### config.mk
export PLATFORM = sky130hd
export DESIGN_NAME = bitap_approx_matcher_flat
export DESIGN_NICKNAME = d
export VERILOG_FILES = /design/src/sv/bam_pkg.sv /design/src/sv/bam_if.sv /design/src/sv/bam_front.sv /design/src/sv/bam_queue.sv /design/src/sv/bam_back.sv /design/src/sv/bitap_approx_matcher.sv /design/src/flat_wrapper.sv
export SDC_FILE = /design/constraint.sdc
export NUM_CORES = 2
export LEC_CHECK = 0
export BUFFER_PORTS_ARGS = -buffer_cell sky130_fd_sc_hd__buf_2
export CAP_MARGIN = 20
export CORE_MARGIN = 1.5
export CORE_UTILIZATION = 45
export DETAILED_ROUTE_END_ITERATION = 6
export GPL_TIMING_DRIVEN = 1
export MAX_ROUTING_LAYER = met4
export SYNTH_ARGS = -nofsm -noshare
export SYNTH_HDL_FRONTEND = slang
export SYNTH_SLANG_ARGS = --single-unit
### constraint.sdc
create_clock -name i_clk -period 6.2 [get_ports i_clk]
set_input_delay 1.24 -clock i_clk [delete_from_list [all_inputs] [get_ports i_clk]]
set_output_delay 1.24 -clock i_clk [all_outputs]
set_load 0.03 [all_outputs]
### src/sv/bam_pkg.sv
`timescale 1ns / 1ps

package bam_pkg;

    localparam int PATTERN_BITS = 32;
    localparam int MAX_LEVELS   = 4;
    localparam int COUNT_BITS   = 24;

    localparam int LETTER_BASE  = 'h61;
    localparam int LETTER_COUNT = 26;

    localparam int CMD_W      = 2;
    localparam int SYMBOL_W   = 8;
    localparam int POSITION_W = 5;
    localparam int HIT_W      = 5;
    localparam int LCOUNT_W   = 24;
    localparam int PLEN_W     = 6;
    localparam int MERR_W     = 3;

    localparam int LEN_W     = $clog2(PATTERN_BITS + 1);
    localparam int ROWIDX_W  = $clog2(PATTERN_BITS);
    localparam int LVL_W     = $clog2(MAX_LEVELS + 1);
    localparam int LETTER_W  = $clog2(LETTER_COUNT);
    localparam int QUEUE_DEPTH = 2;
    localparam int QPTR_W    = $clog2(QUEUE_DEPTH);
    localparam int QCNT_W    = $clog2(QUEUE_DEPTH + 1);

    localparam int APB_AW = 3;
    localparam int APB_DW = 32;

    typedef enum logic [CMD_W-1:0] {
        CMD_CLEAR = 2'd0,
        CMD_LOAD  = 2'd1,
        CMD_TEXT  = 2'd2,
        CMD_READ  = 2'd3
    } t_cmd;

    typedef enum logic {
        REG_PATTERN_LENGTH = 1'b0,
        REG_MAX_ERRORS     = 1'b1
    } t_reg;

    typedef logic [PATTERN_BITS-1:0] t_row;
    typedef logic [MAX_LEVELS:0][PATTERN_BITS-1:0] t_rows;
    typedef logic [COUNT_BITS-1:0] t_count;

    typedef struct packed {
        t_cmd                  cmd;
        logic                  letter_ok;
        logic [LETTER_W-1:0]   letter;
        logic [POSITION_W-1:0] position;
    } t_op;

    typedef struct packed {
        logic [HIT_W-1:0]    hit_levels;
        logic                symbol_skipped;
        logic [LCOUNT_W-1:0] level_count;
    } t_result;

endpackage

### src/sv/bam_if.sv
`timescale 1ns / 1ps

interface bam_in_if;
    logic                           valid;
    logic                           ready;
    logic [bam_pkg::CMD_W-1:0]      cmd;
    logic [bam_pkg::SYMBOL_W-1:0]   symbol;
    logic [bam_pkg::POSITION_W-1:0] position;

    modport source (output valid, output cmd, output symbol, output position, input ready);
    modport sink   (input valid, input cmd, input symbol, input position, output ready);
endinterface

interface bam_out_if;
    logic                         valid;
    logic                         ready;
    logic [bam_pkg::HIT_W-1:0]    hit_levels;
    logic                         symbol_skipped;
    logic [bam_pkg::LCOUNT_W-1:0] level_count;

    modport source (output valid, output hit_levels, output symbol_skipped,
                    output level_count, input ready);
    modport sink   (input valid, input hit_levels, input symbol_skipped,
                    input level_count, output ready);
endinterface

### src/sv/bam_front.sv
`timescale 1ns / 1ps

module bam_front (
    bam_in_if.sink         i_item,
    output bam_pkg::t_op   o_op,
    output logic           o_op_valid,
    input  logic           i_op_ready
);
    import bam_pkg::*;

    logic [SYMBOL_W-1:0] w_rel;

    // classify the byte as a letter and find its mask slot
    assign w_rel = i_item.symbol - SYMBOL_W'(LETTER_BASE);

    always_comb begin
        o_op.cmd       = t_cmd'(i_item.cmd);
        o_op.letter_ok = (32'(i_item.symbol) >= LETTER_BASE)
                      && (32'(i_item.symbol) < LETTER_BASE + LETTER_COUNT);
        o_op.letter    = w_rel[LETTER_W-1:0];
        o_op.position  = i_item.position;
    end

    assign o_op_valid   = i_item.valid;
    assign i_item.ready = i_op_ready;

endmodule

### src/sv/bam_queue.sv
`timescale 1ns / 1ps

module bam_queue (
    input  logic          i_clk,
    input  logic          i_rst_n,
    input  bam_pkg::t_op  i_op,
    input  logic          i_push_valid,
    output logic          o_push_ready,
    output bam_pkg::t_op  o_op,
    output logic          o_pop_valid,
    input  logic          i_pop_ready
);
    import bam_pkg::*;

    t_op               r_mem [QUEUE_DEPTH];
    logic [QPTR_W-1:0] r_wr_ptr, n_wr_ptr;
    logic [QPTR_W-1:0] r_rd_ptr, n_rd_ptr;
    logic [QCNT_W-1:0] r_cnt, n_cnt;
    logic              w_push, w_pop;

    assign o_push_ready = (32'(r_cnt) < QUEUE_DEPTH);
    assign o_pop_valid  = (r_cnt != '0);
    assign o_op         = r_mem[r_rd_ptr];
    assign w_push       = i_push_valid && o_push_ready;
    assign w_pop        = o_pop_valid && i_pop_ready;

    always_comb begin
        n_wr_ptr = r_wr_ptr;
        n_rd_ptr = r_rd_ptr;
        n_cnt    = r_cnt;
        if (w_push) begin
            n_wr_ptr = (32'(r_wr_ptr) == QUEUE_DEPTH - 1) ? '0 : r_wr_ptr + QPTR_W'(1);
        end
        if (w_pop) begin
            n_rd_ptr = (32'(r_rd_ptr) == QUEUE_DEPTH - 1) ? '0 : r_rd_ptr + QPTR_W'(1);
        end
        if (w_push && !w_pop) begin
            n_cnt = r_cnt + QCNT_W'(1);
        end else if (w_pop && !w_push) begin
            n_cnt = r_cnt - QCNT_W'(1);
        end
    end

    always_ff @(posedge i_clk) begin
        if (!i_rst_n) begin
            r_wr_ptr <= '0;
            r_rd_ptr <= '0;
            r_cnt    <= '0;
        end else begin
            r_wr_ptr <= n_wr_ptr;
            r_rd_ptr <= n_rd_ptr;
            r_cnt    <= n_cnt;
        end
    end

    always_ff @(posedge i_clk) begin
        if (w_push) begin
            r_mem[r_wr_ptr] <= i_op;
        end
    end

endmodule

### src/sv/bam_back.sv
`timescale 1ns / 1ps

module bam_back (
    input  logic                        i_clk,
    input  logic                        i_rst_n,
    input  logic [bam_pkg::LEN_W-1:0]   i_len,
    input  logic [bam_pkg::LVL_W-1:0]   i_levels,
    input  bam_pkg::t_op                i_op,
    input  logic                        i_op_valid,
    output logic                        o_op_ready,
    output bam_pkg::t_result            o_res,
    output logic                        o_res_valid,
    input  logic                        i_res_ready
);
    import bam_pkg::*;

    t_row    r_masks [LETTER_COUNT];
    t_row    n_masks [LETTER_COUNT];
    t_rows   r_rows, n_rows;
    t_count  r_counts [MAX_LEVELS+1];
    t_count  n_counts [MAX_LEVELS+1];
    t_result r_res, n_res;
    logic    r_res_valid, n_res_valid;

    logic                  w_pop;
    t_row                  w_top;
    t_row                  w_mask;
    logic [LEN_W-1:0]      w_bitsel;
    logic [MAX_LEVELS:0]   w_hits;
    logic [63:0]           w_wide;

    function automatic t_rows preset_rows(input t_row top);
        t_rows rows;
        t_row  row;
        row = '0;
        for (int i = 0; i <= MAX_LEVELS; i++) begin
            rows[i] = row;
            row     = (row >> 1) | top;
        end
        return rows;
    endfunction

    assign o_op_ready  = !r_res_valid || i_res_ready;
    assign w_pop       = i_op_valid && o_op_ready;
    assign o_res       = r_res;
    assign o_res_valid = r_res_valid;

    assign w_top    = t_row'(1) << (i_len - LEN_W'(1));
    assign w_mask   = r_masks[i_op.letter];
    assign w_bitsel = i_len - LEN_W'(1) - LEN_W'(i_op.position);

    always_comb begin
        t_row prev_old;
        t_row prev_new;
        t_row nw;
        n_masks     = r_masks;
        n_rows      = r_rows;
        n_counts    = r_counts;
        n_res       = r_res;
        n_res_valid = r_res_valid && !i_res_ready;
        w_hits      = '0;
        w_wide      = '0;
        prev_old    = '0;
        prev_new    = '0;
        nw          = '0;
        if (w_pop) begin
            n_res_valid = 1'b1;
            n_res       = '0;
            unique case (i_op.cmd)
                CMD_CLEAR: begin
                    for (int i = 0; i < LETTER_COUNT; i++) begin
                        n_masks[i] = '0;
                    end
                    for (int i = 0; i <= MAX_LEVELS; i++) begin
                        n_counts[i] = '0;
                    end
                    n_rows = preset_rows(w_top);
                end
                CMD_LOAD: begin
                    if (i_op.letter_ok && (32'(i_op.position) < 32'(i_len))) begin
                        n_masks[i_op.letter] = r_masks[i_op.letter]
                                             | (t_row'(1) << w_bitsel[ROWIDX_W-1:0]);
                    end
                end
                CMD_TEXT: begin
                    if (!i_op.letter_ok) begin
                        n_res.symbol_skipped = 1'b1;
                    end else begin
                        // level chain: exact term, then substitution, insertion, deletion
                        prev_old  = r_rows[0];
                        prev_new  = ((r_rows[0] >> 1) | w_top) & w_mask;
                        n_rows[0] = prev_new;
                        for (int i = 1; i <= MAX_LEVELS; i++) begin
                            if (LVL_W'(i) <= i_levels) begin
                                nw = (((r_rows[i] >> 1) | w_top) & w_mask)
                                   | (((prev_old | prev_new) >> 1) | w_top)
                                   | prev_old;
                                n_rows[i] = nw;
                                prev_old  = r_rows[i];
                                prev_new  = nw;
                            end
                        end
                        for (int i = 0; i <= MAX_LEVELS; i++) begin
                            if ((LVL_W'(i) <= i_levels) && n_rows[i][0]) begin
                                w_hits[i] = 1'b1;
                                if (r_counts[i] != '1) begin
                                    n_counts[i] = r_counts[i] + COUNT_BITS'(1);
                                end
                            end
                        end
                        w_wide           = 64'(w_hits);
                        n_res.hit_levels = w_wide[HIT_W-1:0];
                    end
                end
                CMD_READ: begin
                    if (32'(i_op.position) <= MAX_LEVELS) begin
                        w_wide = 64'(r_counts[i_op.position[LVL_W-1:0]]);
                        n_res.level_count = w_wide[LCOUNT_W-1:0];
                    end
                end
                default: begin
                    n_res = '0;
                end
            endcase
        end
    end

    always_ff @(posedge i_clk) begin
        if (!i_rst_n) begin
            r_res_valid <= 1'b0;
            for (int i = 0; i < LETTER_COUNT; i++) begin
                r_masks[i] <= '0;
            end
            for (int i = 0; i <= MAX_LEVELS; i++) begin
                r_counts[i] <= '0;
            end
            r_rows <= preset_rows(t_row'(1));
        end else begin
            r_res_valid <= n_res_valid;
            r_masks     <= n_masks;
            r_counts    <= n_counts;
            r_rows      <= n_rows;
        end
    end

    always_ff @(posedge i_clk) begin
        r_res <= n_res;
    end

endmodule

### src/sv/bitap_approx_matcher.sv
`timescale 1ns / 1ps

// channel   | dir | handshake          | payload
// i_item    | in  | valid / ready      | cmd, symbol, position
// o_result  | out | valid / ready      | hit_levels, symbol_skipped, level_count
// apb       | in  | psel/penable/pready| paddr, pwdata, prdata
//
// one item per cycle sustained while the output is ready; an accepted item passes the queue and the result register
// every error level up to the max-errors setting updates together through the chained row logic of the back end
// reset is synchronous: masks and counters cleared, rows preset for length one
// a two-entry queue sits between decode and execution and keeps taking items
// while a result waits at the output, the input stalls once it holds two

module bitap_approx_matcher (
    input  logic                         i_clk,
    input  logic                         i_rst_n,
    bam_in_if.sink                       i_item,
    bam_out_if.source                    o_result,
    input  logic                         psel,
    input  logic                         penable,
    input  logic                         pwrite,
    input  logic [bam_pkg::APB_AW-1:0]   paddr,
    input  logic [bam_pkg::APB_DW-1:0]   pwdata,
    output logic [bam_pkg::APB_DW-1:0]   prdata,
    output logic                         pready
);
    import bam_pkg::*;

    logic [PLEN_W-1:0] r_pattern_length;
    logic [MERR_W-1:0] r_max_errors;
    logic [LEN_W-1:0]  w_len;
    logic [LVL_W-1:0]  w_levels;
    t_reg              w_reg;
    logic              w_wr;

    t_op     w_front_op, w_queue_op;
    logic    w_front_valid, w_front_ready;
    logic    w_queue_valid, w_queue_ready;
    t_result w_res;
    logic    w_res_valid;

    assign pready = 1'b1;
    assign w_reg  = t_reg'(paddr[2]);
    assign w_wr   = psel && penable && pwrite && pready;

    always_ff @(posedge i_clk) begin
        if (!i_rst_n) begin
            r_pattern_length <= PLEN_W'(1);
            r_max_errors     <= '0;
        end else if (w_wr) begin
            unique case (w_reg)
                REG_PATTERN_LENGTH: r_pattern_length <= pwdata[PLEN_W-1:0];
                REG_MAX_ERRORS:     r_max_errors     <= pwdata[MERR_W-1:0];
                default:            r_max_errors     <= r_max_errors;
            endcase
        end
    end

    always_comb begin
        unique case (w_reg)
            REG_PATTERN_LENGTH: prdata = APB_DW'(r_pattern_length);
            REG_MAX_ERRORS:     prdata = APB_DW'(r_max_errors);
            default:            prdata = '0;
        endcase
    end

    always_comb begin
        if (r_pattern_length == '0) begin
            w_len = LEN_W'(1);
        end else if (32'(r_pattern_length) > PATTERN_BITS) begin
            w_len = LEN_W'(PATTERN_BITS);
        end else begin
            w_len = LEN_W'(r_pattern_length);
        end
        if (32'(r_max_errors) > MAX_LEVELS) begin
            w_levels = LVL_W'(MAX_LEVELS);
        end else begin
            w_levels = LVL_W'(r_max_errors);
        end
    end

    bam_front u_front (
        .i_item     (i_item),
        .o_op       (w_front_op),
        .o_op_valid (w_front_valid),
        .i_op_ready (w_front_ready)
    );

    bam_queue u_queue (
        .i_clk        (i_clk),
        .i_rst_n      (i_rst_n),
        .i_op         (w_front_op),
        .i_push_valid (w_front_valid),
        .o_push_ready (w_front_ready),
        .o_op         (w_queue_op),
        .o_pop_valid  (w_queue_valid),
        .i_pop_ready  (w_queue_ready)
    );

    bam_back u_back (
        .i_clk       (i_clk),
        .i_rst_n     (i_rst_n),
        .i_len       (w_len),
        .i_levels    (w_levels),
        .i_op        (w_queue_op),
        .i_op_valid  (w_queue_valid),
        .o_op_ready  (w_queue_ready),
        .o_res       (w_res),
        .o_res_valid (w_res_valid),
        .i_res_ready (o_result.ready)
    );

    assign o_result.valid          = w_res_valid;
    assign o_result.hit_levels     = w_res.hit_levels;
    assign o_result.symbol_skipped = w_res.symbol_skipped;
    assign o_result.level_count    = w_res.level_count;

`ifndef ASSERT_OFF
    a_skip_no_hits: assert property (@(posedge i_clk) disable iff (!i_rst_n)
        (o_result.valid && o_result.symbol_skipped) |->
            (o_result.hit_levels == '0 && o_result.level_count == '0))
        else $error("skipped item reports hits or a count");

    a_hits_in_range: assert property (@(posedge i_clk) disable iff (!i_rst_n)
        o_result.valid |-> ((32'(o_result.hit_levels) >> (32'(w_levels) + 1)) == 0))
        else $error("hit reported above the evaluated levels");

    a_reset_empty: assert property (@(posedge i_clk)
        $past(!i_rst_n) |-> !o_result.valid)
        else $error("result valid right after reset");

    a_queue_drains: assert property (@(posedge i_clk) disable iff (!i_rst_n)
        (w_queue_valid && !o_result.valid) |=> o_result.valid)
        else $error("queued item not executed while result register was free");
`endif

endmodule

### src/flat_wrapper.sv
// flat-port wrapper written by rule: the top's interface ports become plain ports
module bitap_approx_matcher_flat import bam_pkg::*;
  (i_clk, i_rst_n, psel, penable, pwrite, paddr, pwdata, prdata, pready, i_item_valid, i_item_cmd, i_item_symbol, i_item_position, i_item_ready, o_result_valid, o_result_hit_levels, o_result_symbol_skipped, o_result_level_count, o_result_ready);
  bam_in_if i_item_i ();
  bam_out_if o_result_i ();
  input  logic i_clk;
  input  logic i_rst_n;
  input  logic psel;
  input  logic penable;
  input  logic pwrite;
  input  logic [bam_pkg::APB_AW-1:0] paddr;
  input  logic [bam_pkg::APB_DW-1:0] pwdata;
  output logic [bam_pkg::APB_DW-1:0] prdata;
  output logic pready;
  input wire logic [$bits(i_item_i.valid)-1:0] i_item_valid;
  input wire logic [$bits(i_item_i.cmd)-1:0] i_item_cmd;
  input wire logic [$bits(i_item_i.symbol)-1:0] i_item_symbol;
  input wire logic [$bits(i_item_i.position)-1:0] i_item_position;
  output wire logic [$bits(i_item_i.ready)-1:0] i_item_ready;
  output wire logic [$bits(o_result_i.valid)-1:0] o_result_valid;
  output wire logic [$bits(o_result_i.hit_levels)-1:0] o_result_hit_levels;
  output wire logic [$bits(o_result_i.symbol_skipped)-1:0] o_result_symbol_skipped;
  output wire logic [$bits(o_result_i.level_count)-1:0] o_result_level_count;
  input wire logic [$bits(o_result_i.ready)-1:0] o_result_ready;
  assign i_item_i.valid = i_item_valid;
  assign i_item_i.cmd = i_item_cmd;
  assign i_item_i.symbol = i_item_symbol;
  assign i_item_i.position = i_item_position;
  assign i_item_ready = i_item_i.ready;
  assign o_result_valid = o_result_i.valid;
  assign o_result_hit_levels = o_result_i.hit_levels;
  assign o_result_symbol_skipped = o_result_i.symbol_skipped;
  assign o_result_level_count = o_result_i.level_count;
  assign o_result_i.ready = o_result_ready;
  bitap_approx_matcher u_core (.i_clk(i_clk), .i_rst_n(i_rst_n), .i_item(i_item_i), .o_result(o_result_i), .psel(psel), .penable(penable), .pwrite(pwrite), .paddr(paddr), .pwdata(pwdata), .prdata(prdata), .pready(pready));
endmodule
* Word-level counts from Yosys, hierarchy flattened *
Memories as Yosys holds them, arrays and structs flattened. A register that Yosys moved wholly into a read port is not among the register bits.
Index checks and enable logic that the tools add are counted.

word-level totals
  register bits after elaboration = 1156
  RAM bits = 26
  input port bits = 57
  memories = 1

memories
  memory                words  width  read ports  clocked after Yosys merged registers in  write ports  RTL line         source
  u_core.u_queue.r_mem  2      13     1           1                                        1            bam_queue.sv:15  t_op r_mem [QUEUE_DEPTH];

cells by class
  $add $sub $neg = 12
  order comparisons = 15
  equal/unequal tests = 24
  shift operators = 2
  muxes and demuxes = 84
  bitwise logic cells = 33
  reductions and logical operators = 41

operators with widths
  kind                   count
  $pmux 832 s2           1
  $mux 32                43
  $bwmux 832             1
  $mux 832               1
  $or 32x32->32          13
  $or 31x32->32          12
  $pmux 160 s2           1
  $mux 24                12
  $pmux 120 s2           1
  $and 32x32->32         5
  $bmux 32 s5            1
  $demux 32 s5           1
  $mux 160               1
  $add 24x1->24 const B  5
  $mux 120               1
  $ne 24x24->1 const B   5
  $bmux 24 s3            1
  $pmux 32 s2            1
  $shl 1x5->32 const A   1
  $shl 1x6->32 const A   1
  $reduce_and 5->1       5
  $ne 2x2->1 const B     12
  $reduce_and 4->1       4
  $logic_and 1x1->1      15
  36 further kinds       67

* Logic depth before layout (Yosys ltp) *
  word-level depth = 43
  mapped depth = 22
  mapped depth without buffers = 15

* Cells and area by module *
From an unflattened synthesis, not the netlist that was laid out.

second synthesis, totals
  cells, all modules = 6203
  area total of the unflattened synthesis = 56350.3 um^2

modules (own cells, without submodules)
  module                instances  cells an instance  area each (um^2)  seq. area each (um^2)
  bam_back              1          6031               54310.8           23162.2
  bam_queue             1          63                 1157.4            880.8
  bitap_approx_matcher  1          86                 696.9             180.2
  bam_front             1          23                 185.2             0.0

* Least setup slack after synthesis *
Ideal clock, no wire load.

  kind = register -> register
  from = reg (tool-made name)
  to = reg u_core.u_back.r_masks[322] (netlist name)
  setup time = 128 ps
  data arrival time = 4971 ps
  required time = 6072 ps
  path slack = 1102 ps
  stages on the path, launching flop included = 21
  clock period less this slack = 5098 ps
  cells stage by stage = dfxtp_1 buf_6 buf_4 buf_2 buf_2 buf_1 mux2i_1 clkinv_1 buf_1 ha_1 nor2b_1 o21a_1 o21a_1 o21ai_0 a21oi_1 o41ai_1 clkbuf_1 nand2_1 clkbuf_1 a22oi_1 nor2_1

RTL lines
  element               RTL line         source
  to (signal assigned)  bam_back.sv:140  r_masks <= n_masks;
  to (decl)             bam_back.sv:17   t_row r_masks [LETTER_COUNT];

* Worst setup path after layout *
  from = reg u_core.r_pattern_length[2]
  to = reg u_core.u_back.r_masks[191] (netlist name)

between the ends
  longest elaborated chain between the ends = 10
  elaborated cells between the ends (all ways) = 15
  those cells by class = 2 x add/sub; 2 x order compare; 1 x eq/ne; 1 x shift; 5 x mux; 1 x bitwise; 3 x reduce/logical

RTL lines
  element                 RTL line                    source
  from (decl)             bitap_approx_matcher.sv:29  logic [PLEN_W-1:0] r_pattern_length;
  from (signal assigned)  bitap_approx_matcher.sv:52  REG_PATTERN_LENGTH: r_pattern_length <= pwdata[PLEN_W-1:0];
  $gt 6x6->1              bitap_approx_matcher.sv:70  end else if (32'(r_pattern_length) > PATTERN_BITS) begin
  $mux 6                  bitap_approx_matcher.sv:70
  $mux 6 *                bitap_approx_matcher.sv:68  if (r_pattern_length == '0) begin
  $sub 6x1->6             bam_back.sv:50              assign w_bitsel = i_len - LEN_W'(1) - LEN_W'(i_op.position);
  $sub 5x5->5             bam_back.sv:50
  $shl 1x5->32            bam_back.sv:82              | (t_row'(1) << w_bitsel[ROWIDX_W-1:0]);
  $or 32x32->32           bam_back.sv:82
  $bwmux 832              bam_back.sv:81              n_masks[i_op.letter] = r_masks[i_op.letter]
  $mux 832                bam_back.sv:80              if (i_op.letter_ok && (32'(i_op.position) < 32'(i_len))) begin
  $pmux 832 s2            bam_back.sv:69              unique case (i_op.cmd)

Every way passes the cells marked *; elsewhere a longest branch is shown, timed or not. The select of a mux whose other input is x is not followed.
A chain may end at the register's enable or synchronous reset.

==> flow_summary.json <==
{
  "path_common_cell": "xnor2_1",
  "synth_top_area_share_pct": 40.0,
  "hold_class": "reg2reg",
  "layout-drive-gt1-share_pct": 13.1,
  "dp_hpwl_mm": 135,
  "num-nets-final": 6369,
  "cts-htree-levels": 4,
  "fp-row-count": 129,
  "drc": 10,
  "sequentialPowerShare_pct": 37.3,
  "fin_skew_ns": 0.0339,
  "ys_async_sr_fraction_pct": 0,
  "cp-end-kind": "flip-flop",
  "ys_top_cells_by_area": "dfxtp_1 (40%), a22oi_1 (12%), nor2_1 (7.8%), mux4_2 (6.7%), clkbuf_1 (3.5%)",
  "antenna_found_initial": 5,
  "slowest_stage": "a2bb2o_1",
  "post_synth_num_cell_types": 97,
  "synth_area_leader_cell": "dfxtp_1",
  "switching_share_pct": 35.2,
  "synth-compound-area-share_pct": 24.4,
  "synth_xor_area_share_pct": 0.978,
  "synthSimpleGateAreaFrac_pct": 17.5,
  "synthCells": 6463,
  "cts.repair.resized": 0,
  "crit_chain": "nor3_1, a21oi_1, nor2_1, buf_4, inv_1, ha_1, xnor2_1, ha_1, a21o_1, a21oi_1, xnor2_1, xnor2_1, nand2_1, a2bb2o_1, a22oi_1, nor2_1",
  "grt_util_all_layers_pct": 34.0,
  "slowest_delay_ns": 1.12,
  "stdcell_count": 8032,
  "grt.overflow.total": 0,
  "start_kind": "flip-flop",
  "maxSlewViolCount": 0,
  "die_y_um": 357,
  "critPathMaxFanout": 26,
  "placedCellCount": 7773,
  "dp_slack_ns": 0.746,
  "vias": 52800,
  "area_growth_pct": 12.7,
  "die_w_um": 357,
  "max_slew_margin_pct": 18.6,
  "netlist_area_mm2": 0.0564,
  "io_buffer_count": 66,
  "cts_tree": "built",
  "post-cts-setup-buffers": 0,
  "yosysWarnings": 0,
  "setup_viol": 0,
  "core_mm2": 0.124,
  "initial_core_util_pct": 45.5,
  "synth_ff_type": "dfxtp_1",
  "finalWorstSetupSlack_ns": 0.576,
  "fin_area_mm2": 0.0635,
  "criticalPathCategory": "reg2reg",
  "viasPerCell": 6.57,
  "synth_commonest_cells": "nor2_1 (1,177), dfxtp_1 (1,126), a22oi_1 (916)",
  "combPwrFrac_pct": 24.5,
  "io_pins": 122,
  "synth_adder_area_share_pct": 0.546,
  "clock-sinks": 1182,
  "cts_made_buffers": 137,
  "p_per_area_mw_per_mm2": 348,
  "min_period_over_period_pct": 90.7,
  "clk_path_buf_depth": 3,
  "violations": "DRC",
  "place_congestion": 0.944,
  "placed_area_mm2": 0.0587,
  "status": "complete, but fails checks",
  "grt_pass1_wl_mm": 321,
  "grt_max_degree": 198,
  "ctsHoldBuffers": 0,
  "final_antenna_net_count": 0,
  "first_pass_iters": 7,
  "synth_top_family_by_area": "compound AO/OA/AOI/OAI gates",
  "yosysMostFrequentCell": "nor2_1",
  "cp_data_required_time_ns": 6.92,
  "p_total_mw": 22.1,
  "wl_per_cell_um": 27.0,
  "power_frac_clock_pct": 38.3,
  "finalSetupTns_ns": 0,
  "first_iter_violations": 7761,
  "cts.root.buffer_cell": "clkbuf_16",
  "synthMuxAreaShare_pct": 8.32,
  "yosysSeqAreaShare_pct": 43.0,
  "arrival_ns": 6.34,
  "power.switching_mw": 7.79,
  "peakVddDrop_mv": 0.283,
  "clock.fmax_mhz": 178,
  "first_global_vias": 49200,
  "synth_edf_count": 56,
  "ys_seq_elements": 1182,
  "die_area_mm2": 0.127,
  "internal_power_mw": 14.3,
  "rsz0062_at_grt": "no",
  "max_cap_violations": 0,
  "cts.clk_slew.worst_paths_ns": 0.06,
  "syn_avg_cell_area_um2": 8.73,
  "tightest_slew_ns": 1.22,
  "clk_latency_ns": 0.80,
  "hold_viol_final": 0,
  "p_leak_nw": 21.7,
  "post-route-min-period_ns": 5.62,
  "totalWireLength_mm": 217
}
worst paths after layout:
kind	from	endpoint	slack, ns	cells after the start
worst min register to register	u_core.u_back.r_rows[0]	u_core.u_back.r_rows[0]	0.48	2
worst max register to register	u_core.r_pattern_length[2]	u_core.u_back.r_masks[191]	0.58	16
worst min-delay path	u_core.u_back.r_rows[0]	u_core.u_back.r_rows[0]	0.48	2
worst max-delay path	u_core.r_pattern_length[2]	u_core.u_back.r_masks[191]	0.58	16
critical path: cells and delay by family, from the launching register on:
kind | cells | cell delay, ns
adder cells (fa/ha/maj) | 2 | 0.67
AO/OA/AOI/OAI | 5 | 1.77
buffers and inverters | 2 | 0.28
AND/OR/NAND/NOR | 4 | 1.03
XOR/XNOR | 3 | 1.38
flip-flops | 1 | 0.41
stage by stage:
stage          hold slack, ns  utilization (%)
2_1_floorplan           0.440                -
3_3_place_gp            0.467             47.2
3_5_place_dp            0.473             47.3
4_1_cts                 0.483             51.1
5_1_grt                 0.512             51.3
6_report                0.485             51.3
per-layer routing:
layer	up-vias	track usage, %	routed length (µm)
li1	23500	-	-
met1	25800	44.8	89400
met2	2983	51.2	96700
met3	558	6.14	21200
met4	0	14.6	9380
met5	-	-	0
sequential cells by signal (all words and copies together), names as in the netlist, named ones only:
register                   cells
u_core.u_back.r_counts       120
u_core.r_max_errors            3
u_core.r_pattern_length        6
u_core.u_back.o_res           30
u_core.u_queue.r_rd_ptr        1
u_core.u_queue.r_wr_ptr        1
u_core.u_back.r_rows         159
u_core.u_queue.r_mem          26
u_core.u_queue.r_cnt           2
u_core.u_back.o_res_valid      1
u_core.u_back.r_masks        832
power by group through the flow:
stage,clock network (mW),registers [mW],logic (mW)
floorplan,0,8.47,3.04
global placement,0,8.39,5.13
detailed placement,0,8.39,5.21
CTS,8.55,8.23,5.22
global route,8.87,8.27,5.60
finish,8.47,8.24,5.42
cells in the final DEF (no fill, tap or decap), types with 55 or more instances in the layout:
| cell type | instances |
|---|---|
| buf_4 | 190 |
| mux2i_1 | 71 |
| a22oi_1 | 915 |
| nand3_1 | 153 |
| inv_1 | 76 |
| a21oi_1 | 263 |
| mux4_2 | 167 |
| nor3_1 | 141 |
| o21ai_0 | 305 |
| nor2_1 | 1145 |
| edfxtp_1 | 56 |
| dfxtp_1 | 1124 |
| o211ai_1 | 73 |
| or3_1 | 55 |
| buf_2 | 66 |
| nand2_1 | 384 |
| clkbuf_16 | 140 |
layout make-up:
class	instances	area (µm²)
inverters	80	308
well taps	1637	2050
clock inverters	48	729
diodes	1	2.50
repair buffers	292	2440
flip-flops and latches	1182	24200
multi-input cells	4595	29800
fillers	11600	60400
clock buffers	197	3940
kinds of logic after synthesis:
family          after synthesis
other cells                   2
buf+inv                     711
mux                         257
compound gates             1985
xor+xnor                     63
flops                      1182
fa+ha+maj                    24
simple gates               2239
Note: power is estimated with default switching activity, not from simulation.
